## src/rtl/shadow_atlas_planner_defines.svh

```systemverilog
// ----------------------------------------------------------------------------
// shadow atlas planner assertion macros
// shared concurrent assertion forms, clocked on i_clk, off during reset
// ----------------------------------------------------------------------------
`ifndef SHADOW_ATLAS_PLANNER_DEFINES_SVH
`define SHADOW_ATLAS_PLANNER_DEFINES_SVH

// same-cycle implication
`define SAP_ASSERT_NOW(lbl, ante, cons) \
    lbl: assert property (@(posedge i_clk) disable iff (!i_rst_n) (ante) |-> (cons)) \
        else $error("sap assertion failed");

// next-cycle implication
`define SAP_ASSERT_NEXT(lbl, ante, cons) \
    lbl: assert property (@(posedge i_clk) disable iff (!i_rst_n) (ante) |=> (cons)) \
        else $error("sap assertion failed");

`endif

```

## src/rtl/sap_pkg.sv

```systemverilog
// ----------------------------------------------------------------------------
// sap_pkg
// types, constants and small lookup functions of the shadow atlas planner
// ----------------------------------------------------------------------------
package sap_pkg;

    localparam logic [15:0] LIMIT_DEFAULT = 16'd8192;
    localparam logic [22:0] MIN_SIDE      = 23'd512;

    localparam logic REG_ATLAS_DIM_LIMIT = 1'b0;
    localparam logic REG_TILE_PADDING    = 1'b1;

    typedef struct packed {
        logic [15:0] limit;
        logic [10:0] pad2;
    } t_cfg;

    typedef struct packed {
        logic [15:0] req;
        logic [7:0]  cnt;
        logic [4:0]  cols;
        logic [4:0]  rows;
        logic        fb;
        logic        over;
        logic [15:0] quo;
        logic [15:0] res;
        logic        clamped;
    } t_plan;

    typedef struct packed {
        logic [15:0] width;
        logic [15:0] height;
        logic [15:0] res;
        logic        clamped;
    } t_out;

    // smallest c with c*c >= n
    function automatic logic [4:0] f_cols(input logic [7:0] n);
        logic [4:0] c;
        c = 5'd16;
        for (int k = 15; k >= 1; k--) begin
            if (16'(k * k) >= {8'd0, n}) begin
                c = 5'(k);
            end
        end
        return c;
    endfunction

    // smallest r with r*cols >= n
    function automatic logic [4:0] f_rows(input logic [7:0] n, input logic [4:0] cols);
        logic [4:0] r;
        logic [9:0] p;
        r = 5'd16;
        for (int k = 16; k >= 1; k--) begin
            p = 10'(k) * {5'd0, cols};
            if (p >= {2'd0, n}) begin
                r = 5'(k);
            end
        end
        return r;
    endfunction

    // floor(2^16 / c)
    function automatic logic [16:0] f_recip(input logic [4:0] c);
        logic [16:0] r;
        case (c)
            5'd1:    r = 17'd65536;
            5'd2:    r = 17'd32768;
            5'd3:    r = 17'd21845;
            5'd4:    r = 17'd16384;
            5'd5:    r = 17'd13107;
            5'd6:    r = 17'd10922;
            5'd7:    r = 17'd9362;
            5'd8:    r = 17'd8192;
            5'd9:    r = 17'd7281;
            5'd10:   r = 17'd6553;
            5'd11:   r = 17'd5957;
            5'd12:   r = 17'd5461;
            5'd13:   r = 17'd5041;
            5'd14:   r = 17'd4681;
            5'd15:   r = 17'd4369;
            5'd16:   r = 17'd4096;
            default: r = 17'd65536;
        endcase
        return r;
    endfunction

    function automatic logic [16:0] f_p2floor(input logic [16:0] v);
        logic [16:0] p;
        p = '0;
        for (int k = 0; k < 17; k++) begin
            if (v[k]) begin
                p = 17'(1) << k;
            end
        end
        return p;
    endfunction

    // next power of two of max(v, 512)
    function automatic logic [22:0] f_p2ceil(input logic [21:0] v);
        logic [21:0] m;
        logic [22:0] p;
        m = v - 22'd1;
        p = '0;
        for (int k = 0; k < 22; k++) begin
            if (m[k]) begin
                p = 23'(1) << (k + 1);
            end
        end
        if ({1'b0, v} <= MIN_SIDE) begin
            p = MIN_SIDE;
        end
        return p;
    endfunction

endpackage

```

## src/rtl/sap_grid.sv

```systemverilog
// ----------------------------------------------------------------------------
// sap_grid
// two stages: grid shape lookup, then padded grid size against the limit
// ----------------------------------------------------------------------------
module sap_grid import sap_pkg::*; (
    input  logic  i_clk,
    input  logic  i_rst_n,
    input  t_cfg  i_cfg,
    input  logic  i_valid,
    output logic  o_ready,
    input  t_plan i_plan,
    output logic  o_valid,
    input  logic  i_ready,
    output t_plan o_plan
);

    logic [1:0] r_vld;
    logic [1:0] w_en;
    t_plan      r_p0, r_p1;
    t_plan      n_p0, n_p1;
    logic [16:0] w_tile;
    logic [21:0] w_pw, w_ph;

    always_comb begin
        w_en[1] = !r_vld[1] || i_ready;
        w_en[0] = !r_vld[0] || w_en[1];
    end

    always_comb begin
        n_p0      = i_plan;
        n_p0.cols = f_cols(i_plan.cnt);
        n_p0.rows = f_rows(i_plan.cnt, n_p0.cols);
        n_p0.fb   = (i_plan.cnt == 8'd0) || (i_plan.req == 16'd0);
    end

    always_comb begin
        w_tile    = {1'b0, r_p0.req} + {6'd0, i_cfg.pad2};
        w_pw      = {17'd0, r_p0.cols} * {5'd0, w_tile};
        w_ph      = {17'd0, r_p0.rows} * {5'd0, w_tile};
        n_p1      = r_p0;
        n_p1.over = (w_pw > {6'd0, i_cfg.limit}) || (w_ph > {6'd0, i_cfg.limit});
    end

    always_ff @(posedge i_clk) begin
        if (!i_rst_n) begin
            r_vld <= '0;
        end else begin
            if (w_en[0]) r_vld[0] <= i_valid;
            if (w_en[1]) r_vld[1] <= r_vld[0];
        end
    end

    always_ff @(posedge i_clk) begin
        if (w_en[0]) r_p0 <= n_p0;
        if (w_en[1]) r_p1 <= n_p1;
    end

    assign o_ready = w_en[0];
    assign o_valid = r_vld[1];
    assign o_plan  = r_p1;

endmodule

```

## src/rtl/sap_clamp.sv

```systemverilog
// ----------------------------------------------------------------------------
// sap_clamp
// three stages: limit / cols by reciprocal, remainder fix-up, power-of-two clamp
// ----------------------------------------------------------------------------
module sap_clamp import sap_pkg::*; (
    input  logic  i_clk,
    input  logic  i_rst_n,
    input  t_cfg  i_cfg,
    input  logic  i_valid,
    output logic  o_ready,
    input  t_plan i_plan,
    output logic  o_valid,
    input  logic  i_ready,
    output t_plan o_plan
);

    logic [2:0]  r_vld;
    logic [2:0]  w_en;
    t_plan       r_p0, r_p1, r_p2;
    t_plan       n_p0, n_p1, n_p2;
    logic [32:0] w_prod;
    logic [20:0] w_qm;
    logic [20:0] w_rem;
    logic [16:0] w_fit;

    always_comb begin
        w_en[2] = !r_vld[2] || i_ready;
        w_en[1] = !r_vld[1] || w_en[2];
        w_en[0] = !r_vld[0] || w_en[1];
    end

    // rows never exceed cols, so min(limit/cols, limit/rows) is limit/cols
    always_comb begin
        w_prod   = {17'd0, i_cfg.limit} * {16'd0, f_recip(i_plan.cols)};
        n_p0     = i_plan;
        n_p0.quo = w_prod[31:16];
    end

    // estimate is low by at most one
    always_comb begin
        w_qm  = {5'd0, r_p0.quo} * {16'd0, r_p0.cols};
        w_rem = {5'd0, i_cfg.limit} - w_qm;
        n_p1  = r_p0;
        if (w_rem >= {16'd0, r_p0.cols}) begin
            n_p1.quo = r_p0.quo + 16'd1;
        end
    end

    always_comb begin
        w_fit        = f_p2floor({1'b0, r_p1.quo} - {6'd0, i_cfg.pad2});
        n_p2         = r_p1;
        n_p2.res     = r_p1.req;
        n_p2.clamped = 1'b0;
        if (r_p1.over && ({1'b0, r_p1.quo} > {6'd0, i_cfg.pad2})) begin
            if (w_fit < {1'b0, r_p1.req}) begin
                n_p2.res     = w_fit[15:0];
                n_p2.clamped = 1'b1;
            end
        end
    end

    always_ff @(posedge i_clk) begin
        if (!i_rst_n) begin
            r_vld <= '0;
        end else begin
            if (w_en[0]) r_vld[0] <= i_valid;
            if (w_en[1]) r_vld[1] <= r_vld[0];
            if (w_en[2]) r_vld[2] <= r_vld[1];
        end
    end

    always_ff @(posedge i_clk) begin
        if (w_en[0]) r_p0 <= n_p0;
        if (w_en[1]) r_p1 <= n_p1;
        if (w_en[2]) r_p2 <= n_p2;
    end

    assign o_ready = w_en[0];
    assign o_valid = r_vld[2];
    assign o_plan  = r_p2;

endmodule

```

## src/rtl/sap_size.sv

```systemverilog
// ----------------------------------------------------------------------------
// sap_size
// two stages: final grid size, then power-of-two sides capped at the limit
// ----------------------------------------------------------------------------
module sap_size import sap_pkg::*; (
    input  logic  i_clk,
    input  logic  i_rst_n,
    input  t_cfg  i_cfg,
    input  logic  i_valid,
    output logic  o_ready,
    input  t_plan i_plan,
    output logic  o_valid,
    input  logic  i_ready,
    output t_out  o_out
);

    logic [1:0]  r_vld;
    logic [1:0]  w_en;
    t_plan       r_p0;
    logic [21:0] r_pw, r_ph;
    logic [21:0] n_pw, n_ph;
    t_out        r_out, n_out;
    logic [16:0] w_tile;
    logic [22:0] w_w, w_h;
    logic [15:0] w_side;

    always_comb begin
        w_en[1] = !r_vld[1] || i_ready;
        w_en[0] = !r_vld[0] || w_en[1];
    end

    always_comb begin
        w_tile = {1'b0, i_plan.res} + {6'd0, i_cfg.pad2};
        n_pw   = {17'd0, i_plan.cols} * {5'd0, w_tile};
        n_ph   = {17'd0, i_plan.rows} * {5'd0, w_tile};
    end

    always_comb begin
        w_w    = f_p2ceil(r_pw);
        w_h    = f_p2ceil(r_ph);
        w_side = (i_cfg.limit < MIN_SIDE[15:0]) ? i_cfg.limit : MIN_SIDE[15:0];
        n_out.width   = (w_w < {7'd0, i_cfg.limit}) ? w_w[15:0] : i_cfg.limit;
        n_out.height  = (w_h < {7'd0, i_cfg.limit}) ? w_h[15:0] : i_cfg.limit;
        n_out.res     = r_p0.res;
        n_out.clamped = r_p0.clamped;
        // empty request gets a square fallback
        if (r_p0.fb) begin
            n_out.width   = w_side;
            n_out.height  = w_side;
            n_out.res     = 16'd0;
            n_out.clamped = 1'b0;
        end
    end

    always_ff @(posedge i_clk) begin
        if (!i_rst_n) begin
            r_vld <= '0;
        end else begin
            if (w_en[0]) r_vld[0] <= i_valid;
            if (w_en[1]) r_vld[1] <= r_vld[0];
        end
    end

    always_ff @(posedge i_clk) begin
        if (w_en[0]) begin
            r_p0 <= i_plan;
            r_pw <= n_pw;
            r_ph <= n_ph;
        end
        if (w_en[1]) r_out <= n_out;
    end

    assign o_ready = w_en[0];
    assign o_valid = r_vld[1];
    assign o_out   = r_out;

endmodule

```

## src/rtl/shadow_atlas_planner.sv

```systemverilog
// ----------------------------------------------------------------------------
// shadow_atlas_planner
// plans a shadow atlas grid for a set of cascades, one plan per cycle unless m_axis stalls
//
//   channel   dir  fields (lowest bit up)
//   s_axis    in   tdata: requested_resolution[15:0], cascade_count[23:16]
//   m_axis    out  tdata: atlas_width, atlas_height, granted_resolution, clamped
//   cfg       in   idx 0 atlas_dim_limit, idx 1 tile_padding
//
// seven register stages from s_axis to m_axis, one item per cycle while m_axis is not stalled
// synchronous active-low reset clears the valid bits and the config registers
// a stall at m_axis fills the empty stages first, then holds s_axis_tready low
// ----------------------------------------------------------------------------
`include "shadow_atlas_planner_defines.svh"

module shadow_atlas_planner import sap_pkg::*; (
    input  logic        i_clk,
    input  logic        i_rst_n,
    input  logic        i_cfg_we,
    input  logic        i_cfg_idx,
    input  logic [15:0] i_cfg_data,
    input  logic        s_axis_tvalid,
    output logic        s_axis_tready,
    input  logic [23:0] s_axis_tdata,   // requested_resolution, cascade_count
    output logic        m_axis_tvalid,
    input  logic        m_axis_tready,
    output logic [55:0] m_axis_tdata    // atlas_width, atlas_height, granted_resolution, clamped
);

    logic [15:0] r_limit_raw;
    logic [9:0]  r_pad;
    t_cfg        w_cfg;
    t_plan       w_in;
    logic        w_g_valid, w_g_ready, w_c_valid, w_c_ready;
    t_plan       w_g_plan, w_c_plan;
    t_out        w_out;

    always_ff @(posedge i_clk) begin
        if (!i_rst_n) begin
            r_limit_raw <= '0;
            r_pad       <= '0;
        end else if (i_cfg_we) begin
            case (i_cfg_idx)
                REG_ATLAS_DIM_LIMIT: r_limit_raw <= i_cfg_data;
                REG_TILE_PADDING:    r_pad       <= i_cfg_data[9:0];
                default:             r_pad       <= r_pad;
            endcase
        end
    end

    always_comb begin
        w_cfg.limit = (r_limit_raw == 16'd0) ? LIMIT_DEFAULT : r_limit_raw;
        w_cfg.pad2  = {r_pad, 1'b0};
        w_in        = '0;
        w_in.req    = s_axis_tdata[15:0];
        w_in.cnt    = s_axis_tdata[23:16];
    end

    sap_grid u_grid (
        .i_clk   (i_clk),
        .i_rst_n (i_rst_n),
        .i_cfg   (w_cfg),
        .i_valid (s_axis_tvalid),
        .o_ready (s_axis_tready),
        .i_plan  (w_in),
        .o_valid (w_g_valid),
        .i_ready (w_g_ready),
        .o_plan  (w_g_plan)
    );

    sap_clamp u_clamp (
        .i_clk   (i_clk),
        .i_rst_n (i_rst_n),
        .i_cfg   (w_cfg),
        .i_valid (w_g_valid),
        .o_ready (w_g_ready),
        .i_plan  (w_g_plan),
        .o_valid (w_c_valid),
        .i_ready (w_c_ready),
        .o_plan  (w_c_plan)
    );

    sap_size u_size (
        .i_clk   (i_clk),
        .i_rst_n (i_rst_n),
        .i_cfg   (w_cfg),
        .i_valid (w_c_valid),
        .o_ready (w_c_ready),
        .i_plan  (w_c_plan),
        .o_valid (m_axis_tvalid),
        .i_ready (m_axis_tready),
        .o_out   (w_out)
    );

    assign m_axis_tdata = {7'd0, w_out.clamped, w_out.res, w_out.height, w_out.width};

    `SAP_ASSERT_NOW(a_clamp_pow2, m_axis_tvalid && w_out.clamped, $onehot(w_out.res))
    `SAP_ASSERT_NOW(a_side_cap, m_axis_tvalid, (w_out.width <= w_cfg.limit) && (w_out.height <= w_cfg.limit))
    `SAP_ASSERT_NOW(a_full_stall, !s_axis_tready, m_axis_tvalid && !m_axis_tready)

endmodule

```

## config.mk

```make
export PLATFORM = sky130hd
export DESIGN_NAME = shadow_atlas_planner
export DESIGN_NICKNAME = d
export VERILOG_FILES = /design/src/rtl/sap_pkg.sv /design/src/rtl/sap_grid.sv /design/src/rtl/sap_clamp.sv /design/src/rtl/sap_size.sv /design/src/rtl/shadow_atlas_planner.sv
export VERILOG_INCLUDE_DIRS = /design/src /design/src/rtl
export SDC_FILE = /design/constraint.sdc
export NUM_CORES = 2
export LEC_CHECK = 0
export ABC_AREA = 1
export BUFFER_PORTS_ARGS = -buffer_cell sky130_fd_sc_hd__buf_2
export CAP_MARGIN = 25
export CORE_MARGIN = 10
export CORE_UTILIZATION = 60
export DETAILED_ROUTE_END_ITERATION = 8
export PLACE_DENSITY_LB_ADDON = 0.3
export SLEW_MARGIN = 20
export SYNTH_ARGS = -nofsm -noshare
export SYNTH_HDL_FRONTEND = slang
export SYNTH_SLANG_ARGS = --single-unit
```

## constraint.sdc

```tcl
create_clock -name i_clk -period 8.2 [get_ports i_clk]
set_input_delay 1.64 -clock i_clk [delete_from_list [all_inputs] [get_ports i_clk]]
set_output_delay 1.64 -clock i_clk [all_outputs]
set_load 0.02 [all_outputs]
```

## After elaboration in Yosys (flattened, before gate mapping)

Memory sizes are Yosys's and may differ from the RTL's. A register that Yosys moved wholly into a read port is not among the register bits.
Cells that the tools add are included.
Widths: inputs -> output; s select.

- Add/sub/neg operators: 7
- $mul: 17
- Magnitude comparators: 40
- Mux-type cells: 101
- Bitwise gates (word level): 1
- Reductions and logical operators: 25

Operators by type and width:

| operator | number |
|---|---|
| $mux 16 | 8 |
| $mux 5 | 20 |
| $mux 23 | 4 |
| $mul 5x17->22 | 4 |
| $mux 17 | 5 |
| $ge 9x8->1 | 7 |
| $mux 49 | 1 |
| $lt 23x16->1 | 2 |
| $mux 15 | 3 |
| $gt 22x16->1 | 2 |
| $le 22x10->1 const B | 2 |
| $mux 22 | 2 |
| $sub 22x1->22 const B | 2 |
| $mux 14 | 3 |
| $mux 21 | 2 |
| $mux 20 | 2 |
| $mux 4 | 10 |
| $mux 13 | 3 |
| $mux 19 | 2 |
| $mul 4x5->9 const A | 4 |
| $mux 12 | 3 |
| $mux 18 | 2 |
| $add 16x11->17 | 2 |
| $mux 11 | 3 |
| 40 further kinds | 93 |

- Flip-flop bits (word level): 315
- Memory bits (read-only): 544
- Input bits: 46
- Output and inout port bits: 58
- Word-level logic and storage cells: 239
- Memories: 1

Memories:

| memory | depth | width | rd ports | clocked after memory_dff | wr ports | RTL line | text |
|---|---|---|---|---|---|---|---|
| (name not given) | 32 | 17 | 1 | 1 | 0 | sap_pkg.sv:66 | `case (c)` |

## Longest topological paths before layout

- Depth after elaboration: 32
- Depth in mapped cells: 45
- Gate-level depth less buffers: 45

## By module

Synthesis repeated with hierarchy kept, for this count alone.

- Cells, all modules: 5725
- Area total of the unflattened synthesis: 48072.4 µm²

By module, submodules not included:

| module | instances | cells an instance | area each (µm²) | sequential area each (µm²) |
|---|---|---|---|---|
| sap_clamp | 1 | 2385 | 20304.5 | 5255.0 |
| sap_grid | 1 | 1688 | 14776.7 | 4154.0 |
| sap_size | 1 | 1499 | 11891.4 | 3373.2 |
| shadow_atlas_planner | 1 | 153 | 1099.8 | 520.5 |

## Least setup slack after synthesis

Ideal clock, no wire load.

- Kind: input to register
- Start: input s_axis_tdata[18]
- End: register u_grid.r_p0, in the netlist u_grid.n_p1[35] (data pin)
- Library setup time: 0.252 ns
- Arrival: 7.165 ns
- Required time: 7.948 ns
- Path slack: 0.783 ns
- Stages on the path: 35
- Buffers on the path: 0
- Cell sequence: inv_1 > nand2_1 > nor2_1 > a21oi_2 > inv_1 > nand2_1 > a21oi_1 > inv_1 > fa_1 > fa_1 > inv_1 > ha_1 > a21oi_1 > nand2_1 > nand2_1 > nand2_1 > a21oi_1 > xor2_1 > ha_1 > nand2_1 > nor3_1 > a21oi_1 > nand2_1 > nor2_1 > nand3_1 > nand2_1 > inv_1 > nand2_1 > nand2_1 > nand2_1 > nand2_1 > nand2_1 > nand2_1 > nand2_1 > nand2_1

RTL lines:

| item | RTL line | text |
|---|---|---|
| from (decl) | shadow_atlas_planner.sv:24 | `input logic [23:0] s_axis_tdata,` |
| to (signal assigned) | sap_grid.sv:54 | `if (w_en[0]) r_p0 <= n_p0;` |
| to (decl) | sap_grid.sv:19 | `t_plan r_p0, r_p1;` |

## Worst setup path in the final report

- Start: register r_limit_raw[15]
- End: register u_clamp.r_p0[29] (netlist bit) (data pin)

- Word-level cells in the longest chain between the ends: 3

RTL lines:

| item | RTL line | text |
|---|---|---|
| from (decl) | shadow_atlas_planner.sv:30 | `logic [15:0] r_limit_raw;` |
| from (signal assigned) | shadow_atlas_planner.sv:44 | `REG_ATLAS_DIM_LIMIT: r_limit_raw <= i_cfg_data;` |
| $logic_not 16->1 | shadow_atlas_planner.sv:52 | `w_cfg.limit = (r_limit_raw == 16'd0) ? LIMIT_DEFAULT : r_limit_raw;` |
| $mux 16 * | shadow_atlas_planner.sv:52 |  |
| $mul 16x17->32 * | sap_clamp.sv:34 | `w_prod = {17'd0, i_cfg.limit} * {16'd0, f_recip(i_plan.cols)};` |
| via u_clamp.w_prod[28] | sap_clamp.sv:21 | `logic [32:0] w_prod;` |
| to (signal assigned) | sap_clamp.sv:73 | `if (w_en[0]) r_p0 <= n_p0;` |
| to (decl) | sap_clamp.sv:19 | `t_plan r_p0, r_p1, r_p2;` |

Mark *: on every way through the listed nets, which the timed path passes. The rest lies on a longest branch.
A chain may end at the register's enable or synchronous reset.

==> reports/metrics.csv <==
stage,metric,value,unit
drt,final wirelength,115000,µm
die,Die W,288,µm
drt,wire per inst,18.1,µm
outcome,status,completed,
synth,post-synthesis adder-cell area fraction,35.7,%
worst_setup_path,Setup crit start,r_limit_raw[15]$_SDFFE_PN0P_,
clock_network,Worst-Skew Late Latency,580,ps
worst_setup_path,CP Capture Type,flop,
synth,register area share after synthesis,21.9,%
worst_setup_path,WP data required,8500,ps
synth,Synth Area in XOR/XNOR,3.69,%
timing,Final Critical Period,7420,ps
die,Ports,104,
worst_setup_path,Worst Path Arrival,7710,ps
synth,Main synth FF type,edfxtp_1,
worst_setup_path,startpoint type of the worst setup path,flop,
timing,final period utilization,90.4,%
drt,DR WL met2,53600,µm
timing,Max Freq,135,MHz
timing,Final Skew,38.1,ps
drt,vias,35558,
synth,"Cell Area, Synth",43200,µm²
hold_path,Hold Crit Class,reg -> reg,
synth,cells taking the most area after synthesis,"fa_1 22%, edfxtp_1 20%, ha_1 14%",
clock_network,CTS Root Cell,clkbuf_16,
drt,routed wl met3,9350,µm
synth,post-synth cell types,68,
grt,pin count of the biggest net entering global routing,64,
grt,total track usage,27.9,%
worst_setup_path,worst r2r src,r_limit_raw[15]$_SDFFE_PN0P_,
clock_network,post-CTS sizing,0,
final_layout,area grow syn2layout,5.88,%
final_layout,antenna diode count,0,
synth,Ys Warns,0,
grt,vias in the first global route,35862,
final_layout,Final nets,6385,
drt,Antenna Violating Nets Remaining,0,
drt,vias per cell,5.59,
worst_setup_path,critical path class,reg -> reg,
clock_network,"CTS clk-pin slew, worst paths",60,ps
final_layout,Layout Cells excl Fill,6363,
worst_setup_path,largest stage delay on the critical path,650,ps
grt,initial antenna violation count,1,
synth,number of synthesized register bits,332,
drt,Top Layer Used,met4,
timing,actual slew at the worst max-slew pin,1010,ps
final_layout,fillcell total,6212,
synth,share of the synthesized area in the top cell type,21.5,%
drt,DRC errors left,0,
synth,Post-synth EDFFs,282,
worst_setup_path,worst setup path endpoint,u_clamp.r_p0[29]$_DFFE_PP_,
clock_network,maximum root-to-sink buffer count,3,
drt,Iter 0 DRT Violations,2859,
synth,mux cell area share after synthesis,0,%
clock_network,CTS Sinks,332,
placed_design,Port Buffers,96,
drt,M1 wire length,48600,µm
worst_setup_path,Most common cell on crit path,inv_1,
timing,Max Transition Viols Final,0,
worst_setup_path,worst reg2reg path depth,29,
clock_network,TritonCTS clock tree,yes,
die,effective utilization at floorplan,60.5,%
die,die area,83100,µm²
placed_design,placed insts,6296,
worst_setup_path,CP max FO,21,
grt,first-pass GRT wire length,186000,µm
power,pwr dens,418,nW/µm²
clock_network,Post-CTS Setup Bufs,0,
synth,cell count after synthesis,5363,
synth,dominant cell type by area after synthesis,fa_1,
die,# rows,98,
power,Pleak,24.2,nW
worst_setup_path,r2r endpoint,u_clamp.r_p0[29]$_DFFE_PP_,
timing,Setup TNS,0,ps
synth,post-synthesis average cell area,8.05,µm²
final_layout,"commonest non-fill, non-tap cell in the layout",nand2_1,
placed_design,Placer Congestion,0.976,
timing,final setup vio count,0,
worst_setup_path,"Slowest-stage cell, CP",nand2_1,
placed_design,dpl hpwl,92300,µm
synth,main combinational cell family by area after synthesis,adder cells,
die,Core ar.,71400,µm²
timing,Final Hold Vio Count,0,
die,die height,288,µm
timing,RSZ-0062 raised after global routing,no,
drt,DRT Pass-1 Iters,8,
synth,Synth Area in Simple Gates,20.1,%
clock_network,total number of H-tree levels,2,
clock_network,CTS buffer count,37,
timing,Slew HR,32.3,%
synth,async set-or-reset flop fraction in the synthesized netlist,0,%
final_layout,most frequent cells in the layout,"1209 x nand2_1, 1061 x inv_1, 489 x ha_1",
final_layout,layout cells sized above 1,5.14,%
clock_network,CTS Hold Bufs,0,
final_layout,Multi-input gate area,29000,µm²
synth,area fraction in compound gates after synthesis,7.66,%
power,Peak VDD IR,0.479,mV
job,MaxCap Viol Count,0,
grt,total gr overflow,0,
worst_setup_path,R2R Setup Slk,780,ps
final_layout,Reg area,9470,µm²
[worst min-delay path by stage]
stage                            endpoint                         from  slack, ps  cells after the start
3_3_place_gp   u_clamp.n_p2[60]$_DFFE_PP_   u_clamp.n_p1[60]$_DFFE_PP_        400                      0
4_1_cts        u_clamp.n_p1[55]$_DFFE_PP_  u_grid.o_plan[55]$_DFFE_PP_        410                      0
6_report       u_clamp.n_p1[64]$_DFFE_PP_  u_grid.o_plan[64]$_DFFE_PP_        410                      0
3_5_place_dp   u_clamp.n_p1[55]$_DFFE_PP_  u_grid.o_plan[55]$_DFFE_PP_        400                      0
5_1_grt        u_clamp.n_p1[64]$_DFFE_PP_  u_grid.o_plan[64]$_DFFE_PP_        420                      0
2_1_floorplan  u_clamp.n_p1[33]$_DFFE_PP_  u_grid.o_plan[33]$_DFFE_PP_        400                      0
[per-stage QoR]
stage	hold WS, ps	setup WS (ps)	power, W	cell area [µm²]	utilization [%]
finish	415	784	0.0191	45700	64.1
global route	420	305	0.0213	45700	64.1
CTS	413	933	0.0190	45700	64.0
detailed placement	405	666	0.0172	44500	62.4
global placement	401	697	0.0169	44500	62.3
floorplan	400	783	0.0140	43300	-
[report_power, final]
part,total (W),internal [W],switching (W)
logic,0.0143,0.00531,0.00896
clock network,0.00168,0.000955,0.000728
registers,0.00316,0.00260,0.000554
total,0.0191,0.00887,0.0102
[sequential cells by signal, indices dropped and copies added, names as in the netlist, 3 cells and up, named ones only]
register	cells
u_grid.o_plan	28
u_size.r_pw	22
u_clamp.n_p1	28
u_grid.n_p1	27
u_clamp.n_p2	44
u_clamp.r_p0	16
u_size.o_out	49
r_limit_raw	16
u_size.r_ph	22
r_pad	10
u_clamp.r_vld	3
u_clamp.o_plan	28
u_size.r_p0	18
[cells in the mapped netlist, types with 17 or more instances]
| master | number |
|---|---|
| a21oi_1 | 293 |
| buf_4 | 17 |
| clkbuf_1 | 144 |
| dfxtp_1 | 50 |
| edfxtp_1 | 282 |
| fa_1 | 464 |
| ha_1 | 489 |
| inv_1 | 1062 |
| nand2_1 | 1209 |
| nand3_1 | 192 |
| nand4_1 | 66 |
| nor2_1 | 416 |
| nor3_1 | 68 |
| nor4_1 | 31 |
| o21ai_0 | 171 |
| or2_2 | 18 |
| xnor2_1 | 46 |
| xor2_1 | 131 |
[routing by layer]
metal | global-route usage, % | vias to the layer above
met5 | 0 | -
met4 | 8.03 | 0
met3 | 5.09 | 230
met2 | 46.6 | 1235
met1 | 36.7 | 17157
li1 | - | 16936
[kinds of logic (layout without fill, tap and decap cells)]
group | after synthesis | in the layout
other | 1 | 21
XOR/XNOR | 179 | 179
flip-flops | 332 | 332
adder cells (fa/ha/maj) | 953 | 953
buffers and inverters | 1240 | 1270
AO/OA/AOI/OAI | 592 | 592
AND/OR/NAND/NOR | 2066 | 2066
[area by class of cell]
class / count / share of cell area, %
flip-flops and latches: 332 / 20.7
multi-input cells: 3811 / 63.5
well taps: 950 / 2.60
repair buffers: 133 / 1.76
clock inverters: 21 / 0.479
inverters: 1071 / 8.79
clock buffers: 45 / 2.13
[critical path: cells and delay by family (launching register included)]
kind                       cells  cell delay (ps)
DFF                            1              290
AOI/OAI and AO/OA              2              550
adders and majority gates      7             3080
and+or+nand+nor               10             1770
buffers and inverters          9             1360
xor gates and xnor gates       1               90
(Power assumes the default switching activity.)
